**src/sv/route_table_update_lookup_defines.svh**
```systemverilog
// ----------------------------------------------------------------------------
// Route table update/lookup: assertion macros
// Shared property forms for the concurrent checks of the route table.
// ----------------------------------------------------------------------------
`ifndef ROUTE_TABLE_UPDATE_LOOKUP_DEFINES_SVH
`define ROUTE_TABLE_UPDATE_LOOKUP_DEFINES_SVH

// Same-cycle implication under the active-low reset.
`define RTUL_ASSERT_NOW(label, clk, rst_n, ante, cons, msg) \
    label: assert property (@(posedge clk) disable iff (!rst_n) (ante) |-> (cons)) \
        else $error(msg);

// Next-cycle implication under the active-low reset.
`define RTUL_ASSERT_NEXT(label, clk, rst_n, ante, cons, msg) \
    label: assert property (@(posedge clk) disable iff (!rst_n) (ante) |=> (cons)) \
        else $error(msg);

`endif

```
**src/sv/rtul_pkg.sv**
```systemverilog
// ----------------------------------------------------------------------------
// Route table update/lookup: package
// Table geometry, entry layout, status and state codes, memory request bundle.
// ----------------------------------------------------------------------------
package rtul_pkg;

    localparam int TABLE_DEPTH = 1024;
    localparam int ADDR_W      = (TABLE_DEPTH > 1) ? $clog2(TABLE_DEPTH) : 1;
    localparam int COUNT_W     = $clog2(TABLE_DEPTH + 1);
    localparam int IP_W        = 32;

    localparam logic KIND_UPDATE = 1'b0;
    localparam logic KIND_LOOKUP = 1'b1;

    typedef struct packed {
        logic [IP_W-1:0] dest;
        logic [IP_W-1:0] hop;
        logic [IP_W-1:0] metric;
    } entry_t;

    localparam int ENTRY_W = $bits(entry_t);

    typedef enum logic [2:0] {
        ST_UPDATED  = 3'd0,
        ST_INSERTED = 3'd1,
        ST_FULL     = 3'd2,
        ST_HIT      = 3'd3,
        ST_MISS     = 3'd4
    } status_t;

    typedef enum logic {
        S_IDLE = 1'b0,
        S_SCAN = 1'b1
    } state_t;

    typedef struct packed {
        logic              re;
        logic [ADDR_W-1:0] raddr;
        logic              we;
        logic [ADDR_W-1:0] waddr;
        entry_t            wdata;
    } mem_req_t;

endpackage

```
**src/sv/rtul_ctrl.sv**
```systemverilog
// ----------------------------------------------------------------------------
// Route table update/lookup: search sequencer
// Walks the live entries with a pipelined read, compares, then writes back the
// metric, appends a new entry, flags a full table or reports the lookup result.
// ----------------------------------------------------------------------------
module rtul_ctrl (
    input  logic                     clk,
    input  logic                     rst_n,
    input  logic                     start,
    input  logic                     kind,
    input  logic [31:0]              dest_addr,
    input  logic [31:0]              hop_addr,
    input  logic [31:0]              route_metric,
    input  rtul_pkg::entry_t         rd_data,
    output logic                     busy,
    output rtul_pkg::mem_req_t       mem_req,
    output logic                     done,
    output rtul_pkg::status_t        status,
    output logic [31:0]              hop_out
);

    rtul_pkg::state_t                 state_reg, state_next;
    logic [rtul_pkg::COUNT_W-1:0]     idx_reg, idx_next;
    logic [rtul_pkg::ADDR_W-1:0]      pidx_reg, pidx_next;
    logic                             pend_reg, pend_next;
    logic [rtul_pkg::COUNT_W-1:0]     count_reg, count_next;
    logic                             done_reg, done_next;
    rtul_pkg::status_t                status_reg, status_next;
    logic [31:0]                      hop_out_reg, hop_out_next;

    logic                             kind_reg;
    logic [31:0]                      dest_reg;
    logic [31:0]                      hop_reg;
    logic [31:0]                      metric_reg;
    logic                             load;
    logic                             match;
    logic                             table_full;

    assign match = pend_reg && (rd_data.dest == dest_reg) &&
                   ((kind_reg == rtul_pkg::KIND_LOOKUP) || (rd_data.hop == hop_reg));
    assign table_full = (count_reg == rtul_pkg::COUNT_W'(rtul_pkg::TABLE_DEPTH));

    always_ff @(posedge clk or negedge rst_n)
    begin
        if (!rst_n)
        begin
            state_reg  <= rtul_pkg::S_IDLE;
            idx_reg    <= '0;
            pidx_reg   <= '0;
            pend_reg   <= 1'b0;
            count_reg  <= '0;
            done_reg   <= 1'b0;
        end
        else
        begin
            state_reg  <= state_next;
            idx_reg    <= idx_next;
            pidx_reg   <= pidx_next;
            pend_reg   <= pend_next;
            count_reg  <= count_next;
            done_reg   <= done_next;
        end
    end

    // Item and result payload: no reset needed.
    always_ff @(posedge clk)
    begin
        if (load)
        begin
            kind_reg   <= kind;
            dest_reg   <= dest_addr;
            hop_reg    <= hop_addr;
            metric_reg <= route_metric;
        end
        status_reg  <= status_next;
        hop_out_reg <= hop_out_next;
    end

    always_comb
    begin
        state_next    = state_reg;
        idx_next      = idx_reg;
        pidx_next     = pidx_reg;
        pend_next     = pend_reg;
        count_next    = count_reg;
        done_next     = 1'b0;
        status_next   = rtul_pkg::ST_MISS;
        hop_out_next  = '0;
        load          = 1'b0;
        mem_req.re    = 1'b0;
        mem_req.raddr = idx_reg[rtul_pkg::ADDR_W-1:0];
        mem_req.we    = 1'b0;
        mem_req.waddr = pidx_reg;
        mem_req.wdata = '{dest: dest_reg, hop: hop_reg, metric: metric_reg};

        case (state_reg)
            rtul_pkg::S_IDLE:
            begin
                if (start)
                begin
                    load       = 1'b1;
                    idx_next   = '0;
                    pend_next  = 1'b0;
                    state_next = rtul_pkg::S_SCAN;
                end
            end
            rtul_pkg::S_SCAN:
            begin
                if (match)
                begin
                    // First match ends the walk; any read in flight is dropped.
                    state_next = rtul_pkg::S_IDLE;
                    pend_next  = 1'b0;
                    done_next  = 1'b1;
                    if (kind_reg == rtul_pkg::KIND_LOOKUP)
                    begin
                        if (rd_data.hop != '0)
                        begin
                            status_next  = rtul_pkg::ST_HIT;
                            hop_out_next = rd_data.hop;
                        end
                        else
                        begin
                            status_next = rtul_pkg::ST_MISS;
                        end
                    end
                    else
                    begin
                        mem_req.we    = 1'b1;
                        mem_req.waddr = pidx_reg;
                        status_next   = rtul_pkg::ST_UPDATED;
                    end
                end
                else if (idx_reg < count_reg)
                begin
                    mem_req.re = 1'b1;
                    pidx_next  = idx_reg[rtul_pkg::ADDR_W-1:0];
                    idx_next   = idx_reg + 1'b1;
                    pend_next  = 1'b1;
                end
                else if (pend_reg)
                begin
                    // Drain the last read.
                    pend_next = 1'b0;
                end
                else
                begin
                    state_next = rtul_pkg::S_IDLE;
                    done_next  = 1'b1;
                    if (kind_reg == rtul_pkg::KIND_LOOKUP)
                    begin
                        status_next = rtul_pkg::ST_MISS;
                    end
                    else if (!table_full)
                    begin
                        mem_req.we    = 1'b1;
                        mem_req.waddr = count_reg[rtul_pkg::ADDR_W-1:0];
                        count_next    = count_reg + 1'b1;
                        status_next   = rtul_pkg::ST_INSERTED;
                    end
                    else
                    begin
                        status_next = rtul_pkg::ST_FULL;
                    end
                end
            end
            default:
            begin
                state_next = rtul_pkg::S_IDLE;
            end
        endcase
    end

    assign busy    = (state_reg != rtul_pkg::S_IDLE);
    assign done    = done_reg;
    assign status  = status_reg;
    assign hop_out = hop_out_reg;

endmodule

```
**config.mk**
```make
export PLATFORM = sky130hd
export DESIGN_NAME = rtul_ctrl
export DESIGN_NICKNAME = d
export VERILOG_FILES = /design/src/sv/route_table_update_lookup_defines.svh /design/src/sv/rtul_pkg.sv /design/src/sv/rtul_ctrl.sv
export SDC_FILE = /design/constraint.sdc
export NUM_CORES = 1
export LEC_CHECK = 0
export ABC_AREA = 1
export BUFFER_PORTS_ARGS = -buffer_cell sky130_fd_sc_hd__buf_2
export CAP_MARGIN = 5
export CORE_MARGIN = 5
export CORE_UTILIZATION = 35
export DETAILED_ROUTE_END_ITERATION = 12
export PLACE_DENSITY = 0.73
export REMOVE_ABC_BUFFERS = 1
export SYNTH_ARGS = -nofsm -noshare
export SYNTH_HDL_FRONTEND = slang
export SYNTH_SLANG_ARGS = --single-unit
export TNS_END_PERCENT = 10
```
**constraint.sdc**
```tcl
create_clock -name clk -period 6.3 [get_ports clk]
set_clock_uncertainty 0.1 [all_clocks]
set_input_delay 0.315 -clock clk [delete_from_list [all_inputs] [get_ports clk]]
set_output_delay 0.315 -clock clk [all_outputs]
set_load 0.03 [all_outputs]
```
* Word level (Yosys, flattened, before mapping)
Cells that the tools add are included.
** Operators by class
- Add/subtract/negate cells :: 2
- Multiplexer cells :: 33
- Reduce and logical (&&, ||, !) cells :: 8
- Order comparisons :: 1
- Equal/unequal tests :: 6
- Multipliers :: 0
- Div/mod/pow operators :: 0
- Bitwise logic cells :: 6
- Shift operators :: 0
** Operators with widths (number)
- $mux W11 :: 10
- $eq A32 B32 Y1 :: 2
- $reduce_bool A32 Y1 :: 1
- $add A11 B1 Y11 const B :: 2
- $pmux W11 S2 :: 1
- $mux W3 :: 6
- $mux W1 :: 13
- $eq A11 B11 Y1 const B :: 1
- $lt A11 B11 Y1 :: 1
- $not A1 Y1 :: 6
- $reduce_and A3 Y1 :: 2
- $reduce_and A6 Y1 :: 1
- $ne A2 B2 Y1 const B :: 2
- $pmux W1 S2 :: 2
- $reduce_and A4 Y1 :: 1
- $logic_and A1 B1 Y1 :: 2
- $mux W2 :: 1
- $ne A2 B1 Y1 const B :: 1
- $logic_or A1 B1 Y1 :: 1
** Storage, ports and cells
- Latch bits :: 0
- Output and inout port bits :: 155
- RAM bits :: 0
- Flip-flop bits (word level) :: 167
- Word-level logic and storage cells :: 68
- Memories :: 0
- ROM bits :: 0

* Logic depth before layout (Yosys ltp)
Gate-level depths: netlist (run 1).
- Depth in word-level cells :: 7
- Gate-level depth with buffers :: 14

* Worst setup path before layout (run 1)
No wires, ideal clock.
- Path kind :: reg2reg
- Start point :: register state_reg, in the netlist busy
- End point :: register dest_reg[0], enable pin
- Slack :: 579 ps
- Clock period less this slack :: 5721 ps
- Setup time :: 556 ps
- Arrival time :: 5065 ps
- Required time :: 5644 ps
- Stages on the path, launching flop included :: 4
- Cells stage by stage :: dfrtp_1 buf_2 clkbuf_1 nor2_1
** Between the ends
- Cells in the longest elaborated chain, start to end :: 1
** Ends and longest elaborated chain
- start, declared :: RTL line rtul_ctrl.sv:22 : rtul_pkg::state_t state_reg, state_next;
- start signal, assigned :: RTL line rtul_ctrl.sv:47 : state_reg <= rtul_pkg::S_IDLE;
- start signal, assigned :: RTL line rtul_ctrl.sv:56 : state_reg <= state_next;
- $mux W1 :: RTL line rtul_ctrl.sv:96 : case (state_reg)
- via load :: RTL line rtul_ctrl.sv:35 : logic load;
- end signal, assigned :: RTL line rtul_ctrl.sv:71 : dest_reg <= dest_addr;
- end, declared :: RTL line rtul_ctrl.sv:32 : logic [31:0] dest_reg;
The timed path passes the listed nets, and every way through them passes these cells.
A chain may end at the register's enable or synchronous reset.

==> run summary, run 1 <==
worst r2r path cells -> 11
Comb pwr share -> 32.4%
vias per inst -> 4.645
Die ar. -> 25210 sq um
sequential fraction of the synthesis area -> 57.94%
Critical Path Sink Type -> output port
final hold vios -> 0
Clock Sink Count -> 167
Post-Synthesis Cells -> 778
R2R Setup Slk -> 3.60 ns
routed wire length -> 24920 um
top_reg_cell synth -> edfxtp_1
most frequent cells in the layout -> 318 x buf_2, 222 x nand2_1, 97 x edfxtp_1, 93 x dlygate4sd3_1, 86 x inv_1
Pint -> 2.262 mW
Worst setup endpoint -> mem_req[106]
sequential share of power -> 38.5%
n_diodes -> 0
fmax -> 282.8 MHz
Die Wd -> 158.8 um
setup TNS -> 0 ns
port bufs -> 318
leakage -> 5.299 nW
Final Max Tran Viols -> 0
main combinational cell family by area after synthesis -> simple AND/OR/NAND/NOR gates
post-cts sizing count -> 0
part of the cycle the worst path needs -> 56.12%
maximum vdd ir drop -> 172.6 uV
Pwr Density -> 340.5 nW/um^2
Clock Tree Buf Depth -> 2
simple-gate share of the synthesized area -> 25.59%
Stages on worst setup path -> 11
clock latency on the worst-skew pair -> 0.44 ns
status -> completed
grt ovf -> 0
via count -> 6861
flops & latches, synth -> 167
Worst path top cell family by delay -> simple AND/OR/NAND/NOR gates
area growth from synthesis to layout -> 42.69%
transition time at the pin with the least slew margin -> 1.049 ns
I/O pin total -> 351
total CTS buffers -> 17
Distinct cells, synth -> 38
CTS H-tree depth -> 4
commonest non-fill, non-tap cell in the layout -> buf_2
largest net degree at the start of global routing -> 78
Slew HR -> 30.07%
initial antenna violation count -> 2
CP max stage delay -> 0.44 ns
max_cap viols -> 0
CP arrival -> 3.12 ns
GRT Util Overall -> 19.15%
DRT Pass-1 Iters -> 5
final setup fails -> 0
Die Y -> 158.8 um
Async S/R FF share, synth -> 20.96%
Post-Synth Adder-Cell Area -> 2.099%
Tot Pwr -> 3.765 mW
mapped cell area -> 7749 sq um
Core Area -> 21820 sq um
share of the synthesized area in the top cell type -> 37.59%
clk slew on worst S/H paths -> 0.08 ns
CP bufs+invs -> 3
RSZ-0062 raised after global routing -> no
Worst Setup Path Type -> reg2out
vias in the first global route -> 6941
share of cells above drive strength 1 -> 34.59%
Critical Path RT -> 5.88 ns
synth top area cells -> edfxtp_1 38%, dfrtp_1 11%, nand2_1 11%, dfxtp_1 9.0%, nor2_4 4.4%
Initial Utilization -> 35.51%
CTS tree -> yes
Detail Route Antenna Nets -> 0
Yosys warnings -> 0
Core Util, Final -> 50.67%
Synth Area in Compound Gates -> 1.776%
Final #Nets -> 1393
Sw Pwr -> 1.503 mW
Final HPWL DP -> 17920 um
XOR/XNOR share of the synthesized area -> 5.086%
1st-iter DRT viols -> 377
number of fill cells -> 1931
CTS root buf -> clkbuf_16
row count -> 54
CP cell instances -> inv_1 -> ha_1 -> a21oi_1 -> o21ai_0 -> nand2_1 -> nand3_2 -> clkinv_2 -> nor2_8 -> nand3_2 -> o21ai_0 -> buf_2
post-synthesis area per instance -> 9.960 sq um
switch share -> 39.91%
drt drc -> 0
Hold Path Class -> in2reg
first-pass GRT wire length -> 38380 um
number of flops mapped to enable cells by yosys -> 97
reg-to-reg critical path startpoint -> count_reg[4]$_DFFE_PN0P_
critical path startpoint category -> flop
multiplexer share of the synthesized area -> 0%
Critical path origin -> count_reg[4]$_DFFE_PN0P_
placer congestion estimate -> 0.8901
Clk pwr share -> 29.1%
Wirelength per Cell -> 16.87 um
min cycle time layout -> 3.536 ns
crit-path max FO -> 22
reg2reg end -> count_reg[0]$_DFFE_PN0P_
Yosys top cell by area -> edfxtp_1
CP max stage cell -> dfrtp_1
## synthesized netlist by cell type, types with 8 or more instances
| cell type | count |
|---|---|
| ha_1 | 13 |
| edfxtp_1 | 97 |
| o21ai_0 | 9 |
| nand3_1 | 17 |
| dfxtp_1 | 35 |
| xnor2_1 | 29 |
| buf_4 | 13 |
| nor2_4 | 30 |
| dfrtp_1 | 35 |
| o21ai_1 | 8 |
| nor3_1 | 12 |
| nand2_1 | 222 |
| inv_1 | 86 |
| inv_2 | 12 |
| nor2_1 | 61 |
| xor2_1 | 16 |
| nand4_1 | 40 |
## what timing repair did
action                                 4_1_cts  5_1_grt
buffers inserted                             0        0
endpoints found under the hold margin      127        0
hold buffers                                93        0
## metal layers
layer / global-route usage (%) / vias up / wire length, um
li1: - / 3307 / -
met1: 23.09 / 3216 / 10000
met2: 32.83 / 293 / 12430
met3: 6.013 / 43 / 1853
met4: 5.749 / 2 / 629
met5: 0 / - / 12
## logic make-up after synthesis
logic type | after synthesis
AOI/OAI and AO/OA | 25
buffers and inverters | 126
DFF | 167
and+or+nand+nor | 402
adders and majority gates | 13
xor gates and xnor gates | 45
## final cells by class
| class | count | area (sq um) | share of cell area [%] |
|---|---|---|---|
| sequential | 167 | 4489 | 40.60 |
| inverter | 100 | 376.6 | 3.406 |
| multi-input combinational | 485 | 2685 | 24.28 |
| clock buffer | 17 | 425.4 | 3.847 |
| clock inverter | 15 | 192.7 | 1.743 |
| tap | 280 | 350.3 | 3.168 |
| timing repair buffer | 413 | 2537 | 22.95 |
## metrics by stage
stage	cell area, sq um	worst slack (ns)	std cells	hold slack [ns]
floorplan	7543	0.6200	752	-0.08059
global placement	9508	3.278	1352	0.3463
detailed placement	9508	3.189	1352	0.3485
CTS	11060	2.721	1477	0.01283
global route	11060	2.436	1477	0.01383
finish	11060	2.764	1477	0.03169
## worst register-to-register path, stage by stage (launching register included)
cell and delay (ns):
dfrtp_1 0.44, inv_1 0.15, ha_1 0.31, a21oi_1 0.05, o21ai_0 0.15, nand2_1 0.09, nand3_2 0.16, clkinv_2 0.19
nor2_8 0.27, nand3_2 0.42, nand2_1 0.19, nand2_1 0.06
## power by group through the flow
stage	Combinational, mW	Clock, mW	Sequential, mW
2_1_floorplan	0.545	0	1.70
4_1_cts	1.22	1.12	1.45
5_1_grt	1.33	1.17	1.46
6_report	1.22	1.10	1.45
3_5_place_dp	1.17	0	1.47
3_3_place_gp	1.16	0	1.46
## how the worst min path moves through the flow
stage	start	to	slack [ns]	cells after the start
global placement	rst_n	count_reg[8]$_DFFE_PN0P_	0.35	1
floorplan	rst_n	busy$_DFF_PN0_	-0.08	0
finish	rd_data[33]	hop_out[1]$_SDFF_PN0_	0.03	3
CTS	rd_data[33]	hop_out[1]$_SDFF_PN0_	0.01	3
detailed placement	rst_n	count_reg[8]$_DFFE_PN0P_	0.35	1
global route	rd_data[33]	hop_out[1]$_SDFF_PN0_	0.01	3
Power figures use the tool's default switching activity.
==> inputs of run 2 (changes only) <==
PLACE_DENSITY = 0.75   (was 0.73)
clock period = 2.9 ns   (was 6.3 ns; I/O delays follow)
==> run 2 against run 1 <==
- routed wire length up 6.6%
- via count up 5.0%
- setup slack worse by 2.6 ns
- largest power group unchanged
- highest routed layer is now met4
==> run summary, run 2 (synthesized netlist as in run 1, its figures left out) <==
CTS root buf -> clkbuf_16
area occupied by registers -> 4493 sq um (about the same)
DRT Pass-1 Iters -> 5 (unchanged)
Core Util, Final -> 53.69% (+3.0 points)
Die Wd -> 158.8 um (unchanged)
Slew HR -> 44.92% (+15 points)
setup TNS -> 0 ns (unchanged)
Worst Setup Path Type -> reg2out
Clock Tree Buf Depth -> 2 (unchanged)
port bufs -> 318 (unchanged)
CP arrival -> 2.53 ns (-0.59 ns)
most frequent cells in the layout -> 314 x buf_2, 222 x nand2_1, 131 x dlygate4sd3_1, 97 x edfxtp_1, 85 x inv_1
Final HPWL DP -> 18350 um (+2.4%)
grt ovf -> 0 (unchanged)
Die Y -> 158.8 um (unchanged)
placer congestion estimate -> 0.8791 (-1.2%)
area growth from synthesis to layout -> 51.22%
Initial Utilization -> 35.51% (unchanged)
routed wire length -> 26570 um (+6.6%)
transition time at the pin with the least slew margin -> 0.8262 ns (-0.2227 ns)
Wirelength per Cell -> 17.24 um (+2.2%)
initial antenna violation count -> 3 (+1)
vias per inst -> 4.674 (+0.62%)
CP max stage delay -> 0.39 ns (-0.05 ns)
crit-path max FO -> 22 (unchanged)
fmax -> 359.8 MHz
total CTS buffers -> 17 (unchanged)
Multi-input gate area -> 2710 sq um (+0.93%)
Core Area -> 21820 sq um (unchanged)
max_cap viols -> 0 (unchanged)
Die ar. -> 25210 sq um (unchanged)
maximum vdd ir drop -> 419.3 uV (+140%)
row count -> 54 (unchanged)
Hold Path Class -> in2async
largest net degree at the start of global routing -> 59 (-24%)
Pwr Density -> 726.1 nW/um^2 (+110%)
Final #Nets -> 1455 (+4.5%)
CTS tree -> yes
reg-to-reg critical path startpoint -> count_reg[10]$_DFFE_PN0P_
part of the cycle the worst path needs -> 95.85%
leakage -> 5.589 nW (+5.5%)
CP max stage cell -> dfrtp_1
Critical Path Sink Type -> output port
status -> completed
final hold vios -> 0 (unchanged)
final setup fails -> 0 (unchanged)
number of fill cells -> 1816 (-6.0%)
min cycle time layout -> 2.780 ns
commonest non-fill, non-tap cell in the layout -> buf_2
cell mode on critical path -> nand2_1
Clock Sink Count -> 167 (unchanged)
GRT Util Overall -> 20.62% (+1.5 points)
CTS H-tree depth -> 4 (unchanged)
Final Max Tran Viols -> 0 (unchanged)
Critical Path RT -> 2.65 ns (-3.23 ns)
1st-iter DRT viols -> 429 (+14%)
Critical path origin -> count_reg[10]$_DFFE_PN0P_
clock latency on the worst-skew pair -> 0.44 ns (about the same)
Detail Route Antenna Nets -> 0 (unchanged)
clk slew on worst S/H paths -> 0.07 ns (about the same)
critical path startpoint category -> flop
via count -> 7203 (+5.0%)
I/O pin total -> 351 (unchanged)
drt drc -> 0 (unchanged)
vias in the first global route -> 7579 (+9.2%)
share of cells above drive strength 1 -> 35.42% (+0.84 points)
CP cell instances -> inv_1 -> ha_1 -> nand2_1 -> nor2_2 -> nand3_1 -> nand3_2 -> clkinv_4 -> nor2_8 -> nand3_2 -> buf_12 -> nand2_1 -> nand2_1 -> buf_4
first-pass GRT wire length -> 41400 um (+7.9%)
-- run 2: changes by cell type in the layout (fill, tap and decap cells not counted), moves of 4 or more --
| cell | previous run | this run |
|---|---|---|
| buf_12 | 0 | 5 |
| buf_2 | 318 | 314 |
| dlygate4sd3_1 | 93 | 131 |
| buf_4 | 2 | 21 |
-- run 2: layout make-up --
class | instances | share of cell area, %
clock buffer | 17 | 3.631
antenna | 2 | 0.04271
inverter | 100 | 3.246
sequential | 167 | 38.34
timing repair buffer | 475 | 27.09
tap | 280 | 2.990
clock inverter | 15 | 1.527
multi-input combinational | 485 | 23.13
-- run 2: worst paths after layout --
check	slack (ns)	depth (start not counted)	end
worst min register to register	0.39	2	pidx_reg[1]$_DFFE_PN0P_
worst min-delay path	0.25	2	count_reg[8]$_DFFE_PN0P_
max in group asynchronous	1.86	2	idx_reg[8]$_DFFE_PN0P_
min in group clk	0.29	9	status[2]$_SDFF_PN1_
worst max register to register	0.28	12	idx_reg[8]$_DFFE_PN0P_
worst max-delay path	0.12	13	mem_req[99]
-- run 2: timing repair --
item                                    4_1_cts  5_1_grt
cloned                                        0        0
gates resized for setup                       7       16
endpoints found under the setup margin       11       11
pin swaps                                     1        4
endpoints found under the hold margin       165        0
hold buffers                                131        0
buffers inserted                              2       14
-- run 2: worst max-delay path, delay by kind of cell, from the launching register on --
kind                       cells  cell delay, ns
buffers and inverters          4            0.56
adders and majority gates      1            0.32
DFF                            1            0.39
and+or+nand+nor                8            0.84
-- run 2: metrics by stage --
stage          std cells  total power [mW]  hold WS (ns)  instance area (sq um)  setup WS, ns
2_1_floorplan        752             4.880       -0.2506                   7543        -2.780
3_3_place_gp        1360             5.740        0.1753                   9605        0.3704
3_5_place_dp        1360             5.792        0.1738                   9605        0.2790
4_1_cts             1525             8.316        0.2531                  11550      0.007567
5_1_grt             1541             8.947        0.2847                  11720      -0.05631
6_report            1541             8.508        0.2512                  11720        0.1204
-- run 2: routing by layer --
layer | GRT usage [%] | vias to the layer above | wire [um]
li1 | - | 3440 | -
met1 | 23.69 | 3360 | 10020
met2 | 36.24 | 350 | 13650
met3 | 6.350 | 53 | 2096
met4 | 7.352 | 0 | 803
met5 | 0 | - | 0
-- run 2: power breakdown --
part / total [mW] / switching (mW) / internal, mW
registers: 3.18 / 0.283 / 2.90
clock network: 2.30 / 1.13 / 1.17
logic: 3.02 / 1.98 / 1.05
total: 8.51 / 3.39 / 5.12
==> inputs of run 3 (changes only) <==
--- a/config.mk
+++ b/config.mk
@@ -13,2 +13,3 @@
 export DETAILED_ROUTE_END_ITERATION = 12
+export MAX_ROUTING_LAYER = met4
 export PLACE_DENSITY = 0.75
==> constraint.sdc (replaced) <==
create_clock -name clk -period 2.9 [get_ports clk]
set_clock_uncertainty 0.1 [all_clocks]
set_input_delay 0.29 -clock clk [delete_from_list [all_inputs] [get_ports clk]]
set_output_delay 0.29 -clock clk [all_outputs]
set_load 0.05 [all_outputs]
==> run 3 against run 2 <==
- die area stayed put
- combinational power grew 23%
- largest power group is now combinational logic
- first-iteration DRC count up 0.47%
- highest routed layer unchanged
- critical endpoint is now mem_req[97]
==> run summary, run 3 (synthesized netlist as in run 1, its figures left out) <==
met3 Usage GRT -> 4.406% (-1.9 points)
placed insts -> 1368 (+0.59%)
busiest grt layer -> met2
status -> completed
part of the cycle the worst path needs -> 97.45% (+1.6 points)
I/O pin total -> 351 (unchanged)
transition time at the pin with the least slew margin -> 0.8086 ns (-0.01757 ns)
CTS H-tree depth -> 4 (unchanged)
most frequent cells in the layout -> 306 x buf_2, 216 x nand2_1, 101 x dlygate4sd3_1, 97 x edfxtp_1, 77 x inv_1
routed wire length -> 26910 um (+1.3%)
CP arrival -> 2.44 ns (-0.09 ns)
Layout Cells excl Fill -> 1524 (-1.1%)
reg2reg end -> hop_out[0]$_SDFF_PN0_
CP bufs+invs -> 2 (-2)
area growth from synthesis to layout -> 50.78%
Clock Sink Count -> 167 (unchanged)
CTS root buf -> clkbuf_16
vias per inst -> 4.758 (+1.8%)
CTS tree -> yes
Critical Path RT -> 2.51 ns (-0.14 ns)
1st-iter DRT viols -> 431 (+0.47%)
Final Max Tran Viols -> 0 (unchanged)
cell mode on critical path -> nor2_1
largest net degree at the start of global routing -> 58 (-1.7%)
Die Wd -> 158.8 um (unchanged)
share of cells above drive strength 1 -> 38.70% (+3.3 points)
area occupied by registers -> 4494 sq um (about the same)
number of fill cells -> 1834 (+0.99%)
vias in the first global route -> 7668 (+1.2%)
CP cell instances -> nor2_1 -> nor2_1 -> nor2_1 -> nand2_1 -> nor2_2 -> nand3_2 -> nor2_4 -> nand2_4 -> buf_8 -> nand4_1 -> nand2_1 -> buf_4
met2 Use GR -> 36.91% (+0.67 points)
Worst path top cell family by delay -> simple AND/OR/NAND/NOR gates
via count -> 7251 (+0.67%)
grt ovf -> 0 (unchanged)
final hold vios -> 0 (unchanged)
DRT Pass-1 Iters -> 5 (unchanged)
maximum vdd ir drop -> 416.8 uV (-0.60%)
Final #Nets -> 1439 (-1.1%)
reg-to-reg critical path startpoint -> dest_reg[30]$_DFFE_PP_
Slew HR -> 46.09% (+1.2 points)
Hold Path Class -> in2reg
clk slew on worst S/H paths -> 0.08 ns (about the same)
RSZ-0062 raised after global routing -> yes
routing usage on met1 -> 24.59% (+0.90 points)
GRT Util Overall -> 21.35% (+0.72 points)
Worst Setup Path Type -> reg2out
final setup fails -> 0 (unchanged)
Critical Path Sink Type -> output port
Multi-input gate area -> 2799 sq um (+3.3%)
Hold Path Cell Cnt -> 3
worst r2r path cells -> 15 (+3)
final hold slack -> 0.02467 ns (-0.2265 ns)
drt drc -> 0 (unchanged)
Detail Route Antenna Nets -> 0 (unchanged)
Core Area -> 21820 sq um (unchanged)
fmax -> 353.8 MHz (-1.6%)
critical path startpoint category -> flop
Pwr Density -> 791.8 nW/um^2 (+9.1%)
crit-path max FO -> 21 (-4.5%)
min cycle time layout -> 2.826 ns (+0.04651 ns)
Hold EP -> hop_out[20]$_SDFF_PN0_
Min-Delay Startpoint -> rd_data[52]
clock latency on the worst-skew pair -> 0.44 ns (about the same)
initial antenna violation count -> 1 (-2)
port bufs -> 318 (unchanged)
Die ar. -> 25210 sq um (unchanged)
R2R Setup Slk -> 0.19 ns (-0.09 ns)
commonest non-fill, non-tap cell in the layout -> buf_2
CP max stage cell -> edfxtp_1
leakage -> 5.575 nW (-0.25%)
Clock Tree Buf Depth -> 2 (unchanged)
row count -> 54 (unchanged)
total CTS buffers -> 17 (unchanged)
Wirelength per Cell -> 17.66 um (+2.4%)
first-pass GRT wire length -> 41620 um (+0.53%)
max_cap viols -> 0 (unchanged)
Tot Pwr -> 9.251 mW (+8.7%)
Die Y -> 158.8 um (unchanged)
placer congestion estimate -> 0.8921 (+1.5%)
CP max stage delay -> 0.43 ns (+0.04 ns)
Initial Utilization -> 35.51% (unchanged)
Final HPWL DP -> 18620 um (+1.5%)
-- run 3: cell types whose count changed in the layout (fill, tap and decap cells not counted), moves of 3 or more --
cell	delta
buf_6	+4
inv_1	-8
buf_2	-8
buf_4	+17
dlygate4sd3_1	-30
nand2_2	+5
nand2_1	-6
inv_2	+8
clkbuf_4	-3
-- run 3: worst register-to-register path, stage by stage (launching register included) --
cell and delay (ns):
edfxtp_1 0.43, nor2_1 0.13, nor2_1 0.06, nor2_1 0.15
nand2_1 0.09, nor2_2 0.14, nand3_2 0.10, nor2_4 0.19
buf_4 0.14, buf_4 0.11, nand3_4 0.08, buf_4 0.23
nor2_4 0.11, nand2_4 0.20, buf_12 0.27, nor2_1 0.11
-- run 3: how the worst max path moves through the flow --
stage / from / slack, ns / depth (start not counted) / endpoint
after detailed placement: count_reg[3]$_DFFE_PN0P_ / 0.15 / 11 / mem_req[106]
after CTS: rd_data[51] / 0.003 / 16 / mem_req[97]
after floorplan: busy$_DFF_PN0_ / -2.89 / 1 / dest_reg[0]$_DFFE_PP_
final: dest_reg[30]$_DFFE_PP_ / 0.07 / 12 / mem_req[97]
after global routing: dest_reg[23]$_DFFE_PP_ / -0.05 / 13 / mem_req[97]
after global placement: count_reg[3]$_DFFE_PN0P_ / 0.20 / 11 / mem_req[106]
-- run 3: final cells by class --
cell class	instances	area share (%)
Antenna cell	1	0.02142
Timing Repair Buffer	458	26.01
Clock buffer	17	3.641
Multi-Input combinational cell	486	23.96
Tap cell	280	2.999
Inverter	100	3.256
Sequential cell	167	38.47
Clock inverter	15	1.649
-- run 3: what timing repair did --
item                       in CTS  in global routing
hold buffers                  101                  0
setup endpoints to repair      12                 12
cloned                          1                  0
pin swaps                       4                 14
buffers inserted                6                 15
hold endpoints to repair      135                  0
gates resized for setup        20                 34
-- run 3: metal layers --
layer	share of wire [%]	wire length (um)
met1	39	10400
met4	2.9	770
met5	0	0
met2	52	13940
met3	6.7	1796
-- run 3: per-stage QoR --
step	cell area (sq um)	worst slack, ns	utilization (%)	TNS [ns]
after floorplan	7543	-2.889	-	-280.39
after CTS	11450	0.002757	52.48	0
after global routing	11680	-0.05344	53.54	-0.2378
after detailed placement	9698	0.1496	44.44	0
final	11680	0.07388	53.54	0
after global placement	9698	0.1996	44.44	0
-- run 3: where the power goes --
group | internal, mW | switching, mW | total, mW
clock | 1.26 | 1.12 | 2.38
sequential | 2.90 | 0.264 | 3.17
combinational | 1.15 | 2.55 | 3.70
total | 5.31 | 3.94 | 9.25
